[src/design/piecewise_linear_interpolator_top_assert.svh]
// Assertion macros shared by the interpolator RTL.
`ifndef PIECEWISE_LINEAR_INTERPOLATOR_TOP_ASSERT_SVH
`define PIECEWISE_LINEAR_INTERPOLATOR_TOP_ASSERT_SVH

// Same-cycle implication, checked outside reset.
`define PLI_ASSERT_IMP(label, clk, rst_n, ante, cons) \
    label: assert property (@(posedge clk) disable iff (!rst_n) (ante) |-> (cons)) \
        else $error("pli assertion failed");

// Next-cycle implication, checked outside reset.
`define PLI_ASSERT_NXT(label, clk, rst_n, ante, cons) \
    label: assert property (@(posedge clk) disable iff (!rst_n) (ante) |=> (cons)) \
        else $error("pli assertion failed");

`endif

[src/design/pli_pkg.sv]
// Shared types and codes of the piecewise linear interpolator.
`default_nettype none

package pli_pkg;

    localparam logic MODE_LOAD  = 1'b0;
    localparam logic MODE_QUERY = 1'b1;

    localparam logic CFG_EXTRAP = 1'b0;
    localparam logic CFG_COUNT  = 1'b1;

    localparam int COUNT_WIDTH  = 9;
    localparam int INDEX_WIDTH  = 8;
    localparam int SEG_WIDTH    = 8;

    typedef logic [1:0] status_t;

    localparam status_t STATUS_INSIDE     = 2'd0;
    localparam status_t STATUS_OUTSIDE    = 2'd1;
    localparam status_t STATUS_ZERO_WIDTH = 2'd2;
    localparam status_t STATUS_FEW_POINTS = 2'd3;

    typedef enum logic [2:0] {
        ST_IDLE,
        ST_PRE,
        ST_SCAN,
        ST_FETCH_L,
        ST_FETCH_R,
        ST_FETCH_W,
        ST_ARITH,
        ST_DONE
    } ctrl_state_t;

    typedef enum logic [1:0] {
        AR_IDLE,
        AR_MUL,
        AR_DIV,
        AR_FINISH
    } arith_state_t;

endpackage

`default_nettype wire

[src/design/pli_arith.sv]
// Serial multiply-divide unit: base + dy * dxq / dx with saturation.
`default_nettype none

module pli_arith
    import pli_pkg::*;
#(
    parameter int VW = 32
) (
    input  wire logic                 clk,
    input  wire logic                 rst_n,
    input  wire logic                 start,
    input  wire logic signed [VW-1:0] base,
    input  wire logic signed [VW:0]   dy,
    input  wire logic signed [VW:0]   dxq,
    input  wire logic signed [VW:0]   dx,
    output logic                      done,
    output logic signed [VW-1:0]      result
);

    localparam int PW = 2 * VW + 2;
    localparam int CW = $clog2(PW + 1);
    localparam int RW = VW + 2;

    arith_state_t state_reg, state_next;
    logic [CW-1:0] cnt_reg, cnt_next;
    logic [PW-1:0] mcand_reg, mcand_next;
    logic [VW:0]   mplier_reg, mplier_next;
    logic [PW-1:0] prod_reg, prod_next;
    logic [RW-1:0] rem_reg, rem_next;
    logic [VW:0]   div_reg, div_next;
    logic [VW-1:0] base_reg, base_next;
    logic          neg_reg, neg_next;
    logic [VW-1:0] result_reg, result_next;
    logic          done_reg, done_next;

    logic [VW:0]   dy_u, dxq_u, dx_u;
    logic [VW:0]   dy_mag, dxq_mag, dx_mag;
    logic [RW-1:0] shifted;
    logic [RW-1:0] div_ext;
    logic          fits;
    logic [RW-1:0] base_ext, q_ext, sum;
    logic          over;

    assign dy_u    = dy;
    assign dxq_u   = dxq;
    assign dx_u    = dx;
    assign dy_mag  = dy_u[VW]  ? (~dy_u  + (VW+1)'(1)) : dy_u;
    assign dxq_mag = dxq_u[VW] ? (~dxq_u + (VW+1)'(1)) : dxq_u;
    assign dx_mag  = dx_u[VW]  ? (~dx_u  + (VW+1)'(1)) : dx_u;

    assign shifted = {rem_reg[RW-2:0], prod_reg[PW-1]};
    assign div_ext = {1'b0, div_reg};
    assign fits    = (shifted >= div_ext);

    assign base_ext = {{2{base_reg[VW-1]}}, base_reg};
    assign q_ext    = {2'b00, prod_reg[VW-1:0]};
    assign sum      = neg_reg ? (base_ext - q_ext) : (base_ext + q_ext);
    assign over     = |prod_reg[PW-1:VW];

    always_comb
    begin
        state_next = state_reg;
        case (state_reg)
            AR_IDLE:
            begin
                if (start)
                begin
                    state_next = AR_MUL;
                end
            end
            AR_MUL:
            begin
                if (cnt_reg == CW'(VW))
                begin
                    state_next = AR_DIV;
                end
            end
            AR_DIV:
            begin
                if (cnt_reg == CW'(PW - 1))
                begin
                    state_next = AR_FINISH;
                end
            end
            AR_FINISH:
            begin
                state_next = AR_IDLE;
            end
            default:
            begin
                state_next = AR_IDLE;
            end
        endcase
    end

    always_comb
    begin
        cnt_next    = cnt_reg;
        mcand_next  = mcand_reg;
        mplier_next = mplier_reg;
        prod_next   = prod_reg;
        rem_next    = rem_reg;
        div_next    = div_reg;
        base_next   = base_reg;
        neg_next    = neg_reg;
        result_next = result_reg;
        done_next   = 1'b0;
        case (state_reg)
            AR_IDLE:
            begin
                if (start)
                begin
                    cnt_next    = '0;
                    mcand_next  = PW'(dy_mag);
                    mplier_next = dxq_mag;
                    prod_next   = '0;
                    rem_next    = '0;
                    div_next    = dx_mag;
                    base_next   = base;
                    neg_next    = dy_u[VW] ^ dxq_u[VW] ^ dx_u[VW];
                end
            end
            AR_MUL:
            begin
                if (mplier_reg[0])
                begin
                    prod_next = prod_reg + mcand_reg;
                end
                mcand_next  = {mcand_reg[PW-2:0], 1'b0};
                mplier_next = {1'b0, mplier_reg[VW:1]};
                cnt_next    = (cnt_reg == CW'(VW)) ? '0 : cnt_reg + CW'(1);
            end
            AR_DIV:
            begin
                rem_next  = fits ? (shifted - div_ext) : shifted;
                prod_next = {prod_reg[PW-2:0], fits};
                cnt_next  = cnt_reg + CW'(1);
            end
            AR_FINISH:
            begin
                done_next = 1'b1;
                if (div_reg == '0)
                begin
                    // Zero-width interval: the left value stands.
                    result_next = base_reg;
                end
                else if (over)
                begin
                    result_next = neg_reg ? {1'b1, {(VW-1){1'b0}}} : {1'b0, {(VW-1){1'b1}}};
                end
                else if (sum[RW-1:VW-1] == '0 || sum[RW-1:VW-1] == '1)
                begin
                    result_next = sum[VW-1:0];
                end
                else
                begin
                    result_next = sum[RW-1] ? {1'b1, {(VW-1){1'b0}}}
                                            : {1'b0, {(VW-1){1'b1}}};
                end
            end
            default:
            begin
                cnt_next = '0;
            end
        endcase
    end

    always_ff @(posedge clk or negedge rst_n)
    begin
        if (!rst_n)
        begin
            state_reg <= AR_IDLE;
            cnt_reg   <= '0;
            done_reg  <= 1'b0;
        end
        else
        begin
            state_reg <= state_next;
            cnt_reg   <= cnt_next;
            done_reg  <= done_next;
        end
    end

    always_ff @(posedge clk)
    begin
        mcand_reg  <= mcand_next;
        mplier_reg <= mplier_next;
        prod_reg   <= prod_next;
        rem_reg    <= rem_next;
        div_reg    <= div_next;
        base_reg   <= base_next;
        neg_reg    <= neg_next;
        result_reg <= result_next;
    end

    assign done   = done_reg;
    assign result = result_reg;

endmodule

`default_nettype wire

[config.mk]
export PLATFORM = sky130hd
export DESIGN_NAME = pli_arith
export DESIGN_NICKNAME = d
export VERILOG_FILES = /design/src/design/piecewise_linear_interpolator_top_assert.svh /design/src/design/pli_pkg.sv /design/src/design/pli_arith.sv
export SDC_FILE = /design/constraint.sdc
export NUM_CORES = 1
export LEC_CHECK = 0
export BUFFER_PORTS_ARGS = -buffer_cell sky130_fd_sc_hd__buf_2
export CAP_MARGIN = 30
export CORE_UTILIZATION = 35
export CTS_BUF_LIST = sky130_fd_sc_hd__clkbuf_4 sky130_fd_sc_hd__clkbuf_8 sky130_fd_sc_hd__clkbuf_16
export CTS_CLUSTER_SIZE = 28
export DETAILED_ROUTE_END_ITERATION = 16
export PLACE_DENSITY = 0.58
export REMOVE_ABC_BUFFERS = 1
export SYNTH_ARGS = -nofsm -noshare
export SYNTH_HDL_FRONTEND = slang
export SYNTH_SLANG_ARGS = --single-unit
[constraint.sdc]
create_clock -name clk -period 12.6 [get_ports clk]
set_input_delay 1.26 -clock clk [delete_from_list [all_inputs] [get_ports clk]]
set_output_delay 1.26 -clock clk [all_outputs]
set_load 0.01 [all_outputs]
==> results.yml, run 1 <==
clock_tree:
  h-tree-depth: 2
  postCtsHoldBufs: 0
  clock_path_buffers: 3
  postCtsSetupBuffers: 0
  cts_sinks: 306
  insertion_delay_ps: 570
  root_buffer: "clkbuf_16"
  cts_tree: "done"
  cts.repair.resized: 0
  cts_buffers: 39
  clk_pin_slew_ps: 60
synth:
  synth_compound_area_frac: 0.2053
  ys.flop_type: "edfxtp_1"
  muxShareOfSynthArea: 0.01305
  postSynthAreaPerCell_sq_um: 9.364
  netlist.area_leader.share: 0.3945
  async_flop_share: 0.03268
  synthSimpleGateAreaFrac: 0.1674
  synth.largest_area_cell: "edfxtp_1"
  yosysSeqAreaShare: 0.4056
  synth.distinct_cells: 85
  synth_xor_area_frac: 0.09213
  yosysWarnings: 0
  yosysMostFrequentCell: "edfxtp_1"
  yosys.area_share.adder: 0.08152
  synth_cells: 2406
  synth_area_sq_mm: 0.02253
  synth_top_family_by_area: "compound AO/OA/AOI/OAI gates"
  synth.area.top_cells: "edfxtp_1 (39%), ha_1 (7.9%), xnor2_1 (5.2%)"
  synth_edf_count: 296
  ys_ff_latch: 306
  synth_commonest_cells: "edfxtp_1 (296), nand2_1 (257), o21ai_0 (226)"
die:
  start_util: 0.3559
  num_rows: 92
  die_w_microns: 255.7
  ios: 167
  die_h_microns: 255.7
  dieArea_sq_mm: 0.06539
  coreArea_sq_mm: 0.06331
status:
  status: "completed"
detailed_routing:
  firstDrtPassIters: 5
  dr.first_iter.drc_count: 1333
  vias: 18550
  final_antenna_net_count: 0
  vias_per_cell: 5.457
  wl_mm: 60.73
  post_drt_wl_per_cell_microns: 17.87
  drcViolationCount: 0
timing:
  setup_viol_count_final: 0
  skew_ps: 27.77
  fmaxAchievable_mhz: 179.1
  slew_viol_final: 0
  worst_slew_pin_slew_ps: 997.0
  max_slew_margin: 0.3353
  period_share: 0.4430
  grt_setup_unrepaired: "false"
  hold_viol: 0
  setup_tns_ps: 0
  period_minus_slack_ps: 5582
placed_design:
  dp_hpwl_mm: 45.36
  dp.cells: 3326
  routabilityCongestion: 0.9068
  port_buffers: 166
  place_area_sq_mm: 0.02418
global_route:
  track_usage: 0.1827
  grt_max_degree: 73
  overflow: 0
  antenna_found_initial: 10
  grt_pass1_wl_mm: 97.72
  grt_pass1_vias: 17974
hold_path:
  hold_path_class: "reg -> reg"
critical_path:
  path_cells: "or3_1 -> or2_2 -> nor4_1 -> buf_4 -> and2_1 -> a21oi_1 -> xnor2_1 -> ha_1 -> a21o_1 -> a21o_1 -> a21o_1 -> a21o_1 -> a211o_1 -> o22ai_1 -> xor2_1 -> o21ai_2 -> nand2_1 -> o221ai_1"
  path_buf_inv: 1
  cp_data_required_time_ps: 13000
  cp_slowest_cell: "o21ai_2"
  cp-start-kind: "register"
  crit_type: "reg -> reg"
  cp_max_fo: 23
  critPathMaxStageDelay_ps: 780
  worst_setup_path_end_kind: "register"
  crit_top_cell: "a21o_1"
  arrival_ps: 5980
  crit_family: "compound AO/OA/AOI/OAI gates"
run:
  maxCapViolCount: 0
power_and_ir_drop:
  p_leak_uw: 0.009930
  vdd_drop_max_uv: 66.75
  power_density_mw_per_mm2: 90.05
layout:
  n_fill_cell: 6336
  drive_above_1_share: 0.1166
  seq_area_sq_mm: 0.009139
  syn2layout_area_growth_pct: 12.97
  multi_input_area_sq_mm: 0.01265
  nets: 2800
  final_cells: 3399
  design_area_sq_mm: 0.02545
  fin_util: 0.4020
where the power goes:
group	leakage, uW	internal [uW]	switching, uW	total [uW]
Sequential	0.00292	1100	0.0883	1100
Clock	0.000619	660	444	1100
Combinational	0.00639	36.9	45.9	82.8
metal layers:
metal	share of wire	up-vias	track usage
li1	-	9148	-
met1	0.48	8861	0.2541
met2	0.44	424	0.2837
met3	0.050	107	0.02872
met4	0.034	10	0.07136
met5	0.0010	-	0
final timing paths:
kind                           startpoint              to  slack (ps)  cells past startpoint
hold / removal             mplier_reg[29]  mplier_reg[28]         520                      2
hold reg to reg            mplier_reg[29]  mplier_reg[28]         520                      2
min in group asynchronous           rst_n            done         560                      1
setup / recovery              prod_reg[5]      result[27]        7020                     18
setup reg to reg              prod_reg[5]      result[27]        7020                     18
max in group asynchronous           rst_n      cnt_reg[4]       11840                      1
stage by stage:
step / setup WS [ps] / power [uW] / hold WS (ps)
6_report: 7018 / 2292 / 523.4
5_1_grt: 6556 / 2371 / 546.3
4_1_cts: 6947 / 2327 / 524.3
3_5_place_dp: 6982 / 1209 / 514.9
3_3_place_gp: 7181 / 1207 / 510.9
2_1_floorplan: 1239 / 1162 / 480.6
layout by cell type (no fill, tap or decap), types with 30 or more instances in the layout:
master / instances
xnor2_1: 133
a22oi_1: 33
nor2b_1: 48
clkbuf_16: 40
edfxtp_1: 296
ha_1: 139
nor3_1: 38
inv_1: 94
nor2_1: 139
o21ai_0: 224
nand2_1: 257
and2_1: 47
nor4_1: 30
nand4_1: 37
xor2_1: 104
o31ai_1: 32
nand3_1: 39
buf_2: 166
a21oi_1: 171
a21o_1: 81
final cells by class:
| type | instances | share of cell area |
|---|---|---|
| antenna | 5 | 0.0004916 |
| clock inverter | 20 | 0.007668 |
| inverter | 96 | 0.01416 |
| multi-input combinational | 1894 | 0.4971 |
| clock buffer | 48 | 0.04169 |
| sequential | 306 | 0.3590 |
| tap | 846 | 0.04159 |
| timing repair buffer | 184 | 0.03824 |
kinds of logic after synthesis:
kind of cell             Yosys count
multiplexers                      29
flip-flops                       306
buffers and inverters            206
AO/OA/AOI/OAI                    734
XOR/XNOR                         237
adder cells (fa/ha/maj)          145
AND/OR/NAND/NOR                  749
worst min-delay path: stages, from the launching register on:
cell	delay (ps)
edfxtp_1	310
nand2_1	50
o21ai_0	60
(Power assumes the default switching activity.)
==> inputs of run 2 (changes only) <==
--- a/config.mk
+++ b/config.mk
@@ -11,7 +11,7 @@
 export CTS_BUF_LIST = sky130_fd_sc_hd__clkbuf_4 sky130_fd_sc_hd__clkbuf_8 sky130_fd_sc_hd__clkbuf_16
 export CTS_CLUSTER_SIZE = 28
 export DETAILED_ROUTE_END_ITERATION = 16
-export PLACE_DENSITY = 0.58
+export PLACE_DENSITY = 0.6
 export REMOVE_ABC_BUFFERS = 1
 export SYNTH_ARGS = -nofsm -noshare
 export SYNTH_HDL_FRONTEND = slang
==> constraint.sdc (replaced) <==
create_clock -name clk -period 5 [get_ports clk]
set_input_delay 0.5 -clock clk [delete_from_list [all_inputs] [get_ports clk]]
set_output_delay 0.5 -clock clk [all_outputs]
set_load 0.01 [all_outputs]
==> run 2 against run 1 <==
Effect of this change: register-to-register slack worse by 6800 ps; largest cell class unchanged; critical path type unchanged; non-clock buffer count up 29; worst setup slack lost 6800 ps; global-route usage shrank 0.23 points.
==> results.yml, run 2 (synthesis results as in run 1) <==
status:
  status: "completed"
critical_path:
  r2r_start: "prod_reg[5]"
  crit-reg2reg-capture: "result[6]"
  reg2reg_depth: 21
  cp_data_required_time_ps: 5320
  rrSetupSlack_ps: 260
  arrival_ps: 5060
  cp_max_fo: 22
  crit_type: "reg -> reg"
  cp-start-kind: "register"
  worst_setup_path_end_kind: "register"
placed_design:
  port_buffers: 166
  dp_hpwl_mm: 45.31
  routabilityCongestion: 0.9203
timing:
  holdWs_ps: 97.83
  worst_slew_pin_slew_ps: 968.5
  max_slew_margin: 0.3543
  period_minus_slack_ps: 4741
  skew_ps: 27.81
  fmaxAchievable_mhz: 210.9
  period_share: 0.9482
  slew_viol_final: 0
  setup_viol_count_final: 0
  hold_viol: 0
global_route:
  overflow: 0
  grt_pass1_vias: 17982
  grt_max_degree: 80
  antenna_found_initial: 10
  grt_pass1_wl_mm: 96.52
  track_usage: 0.1804
die:
  coreArea_sq_mm: 0.06331
  die_w_microns: 255.7
  ios: 167
  num_rows: 92
  dieArea_sq_mm: 0.06539
  start_util: 0.3559
  die_h_microns: 255.7
hold_path:
  worstHoldStart: "base[7]"
  whs_endpoint: "base_reg[7]"
  holdPathStages: 1
  hold_path_class: "in -> reg"
power_and_ir_drop:
  vdd_drop_max_uv: 178.8
  p_leak_uw: 0.01013
  power_uw: 5886
  power_density_mw_per_mm2: 228.0
detailed_routing:
  vias_per_cell: 5.383
  final_antenna_net_count: 0
  wl_mm: 60.24
  vias: 18486
  firstDrtPassIters: 5
  post_drt_wl_per_cell_microns: 17.54
  drcViolationCount: 0
  dr.first_iter.drc_count: 1172
run:
  maxCapViolCount: 0
layout:
  nets: 2830
  drive_above_1_share: 0.1306
  fin_util: 0.4078
  n_fill_cell: 6260
  mostFrequentLayoutCells: "edfxtp_1 (296), nand2_1 (256), o21ai_0 (224)"
  final_common_cell: "edfxtp_1"
  syn2layout_area_growth_pct: 14.60
clock_tree:
  insertion_delay_ps: 570
  cts_buffers: 39
  root_buffer: "clkbuf_16"
  cts_sinks: 306
  h-tree-depth: 2
  clk_pin_slew_ps: 60
  cts_tree: "done"
  clock_path_buffers: 3
==> run 2: cell types whose count changed in the layout (fill, tap and decap cells not counted), sizes merged <==
cell,before,now
buf,184,212
clkbuf,48,44
inv,96,99
bufinv,3,5
diode,5,7
clkinv,14,15
clkinvlp,3,4
dlygate4sd3,0,1
o21ai,234,235
==> run 2: metal layers <==
layer  track usage  vias up  wire, microns  part of all wire
met1        0.2533     8740          29240              0.49
met2        0.2836      423          26520              0.44
met4       0.05605        6           1571             0.026
met5             0        -             30           0.00050
li1              -     9215              -                 -
met3       0.02842      102           2877             0.048
==> run 2: where the power goes <==
part | internal (uW) | switching [uW]
clock network | 1730 | 1170
logic | 93.6 | 117
registers | 2780 | 0.254
==> run 2: timing repair <==
action | CTS | global route
resized for setup | 1 | 9
hold endpoints to repair | 10 | 0
gates cloned | 0 | 1
setup endpoints to repair | 8 | 31
pin swaps | 0 | 2
setup buffers | 0 | 2
hold buffers | 1 | 0
==> run 2: stage by stage <==
stage	setup WS, ps	std cells	cell area (sq um)	TNS (ps)
after floorplan	-6361	2296	22100	-849160
after global placement	38.34	3350	24370	0
after detailed placement	-27.09	3352	24410	-104.0
after CTS	15.04	3424	25730	0
after global routing	-31.05	3434	25820	-106.8
final	259.2	3434	25820	0
==> run 2: worst max-delay path, stage by stage (launching register included) <==
cell,delay [ps]
edfxtp_1,370
or3_1,390
or2_2,330
nor4_2,210
buf_4,170
and2_1,150
nand2_1,90
nor2_4,140
a21oi_1,90
xnor2_1,200
ha_1,280
a21o_1,180
a21o_1,160
a21oi_1,190
nor2_1,50
or4_1,480
a31oi_2,210
xnor2_2,220
a21oi_2,80
nor2_1,150
buf_6,220
a21oi_1,110
==> run 2: final cells by class <==
| class | instances | area, sq um | share of cell area |
|---|---|---|---|
| diodes | 7 | 17.52 | 0.0006784 |
| clock buffers | 44 | 1013 | 0.03925 |
| clock inverters | 27 | 285.3 | 0.01105 |
| inverters | 96 | 360.3 | 0.01396 |
| multi-input cells | 1895 | 12710 | 0.4923 |
| flip-flops and latches | 306 | 9139 | 0.3539 |
| well taps | 846 | 1059 | 0.04100 |
| repair buffers | 213 | 1235 | 0.04783 |
==> run 2: worst max-delay path by stage <==
stage	startpoint	end	cells after the start
2_1_floorplan	state_reg[1]	mcand_reg[0]	4
3_3_place_gp	prod_reg[5]	result[27]	20
3_5_place_dp	prod_reg[5]	result[26]	20
4_1_cts	prod_reg[5]	result[10]	21
5_1_grt	prod_reg[5]	result[0]	21
6_report	prod_reg[5]	result[6]	21
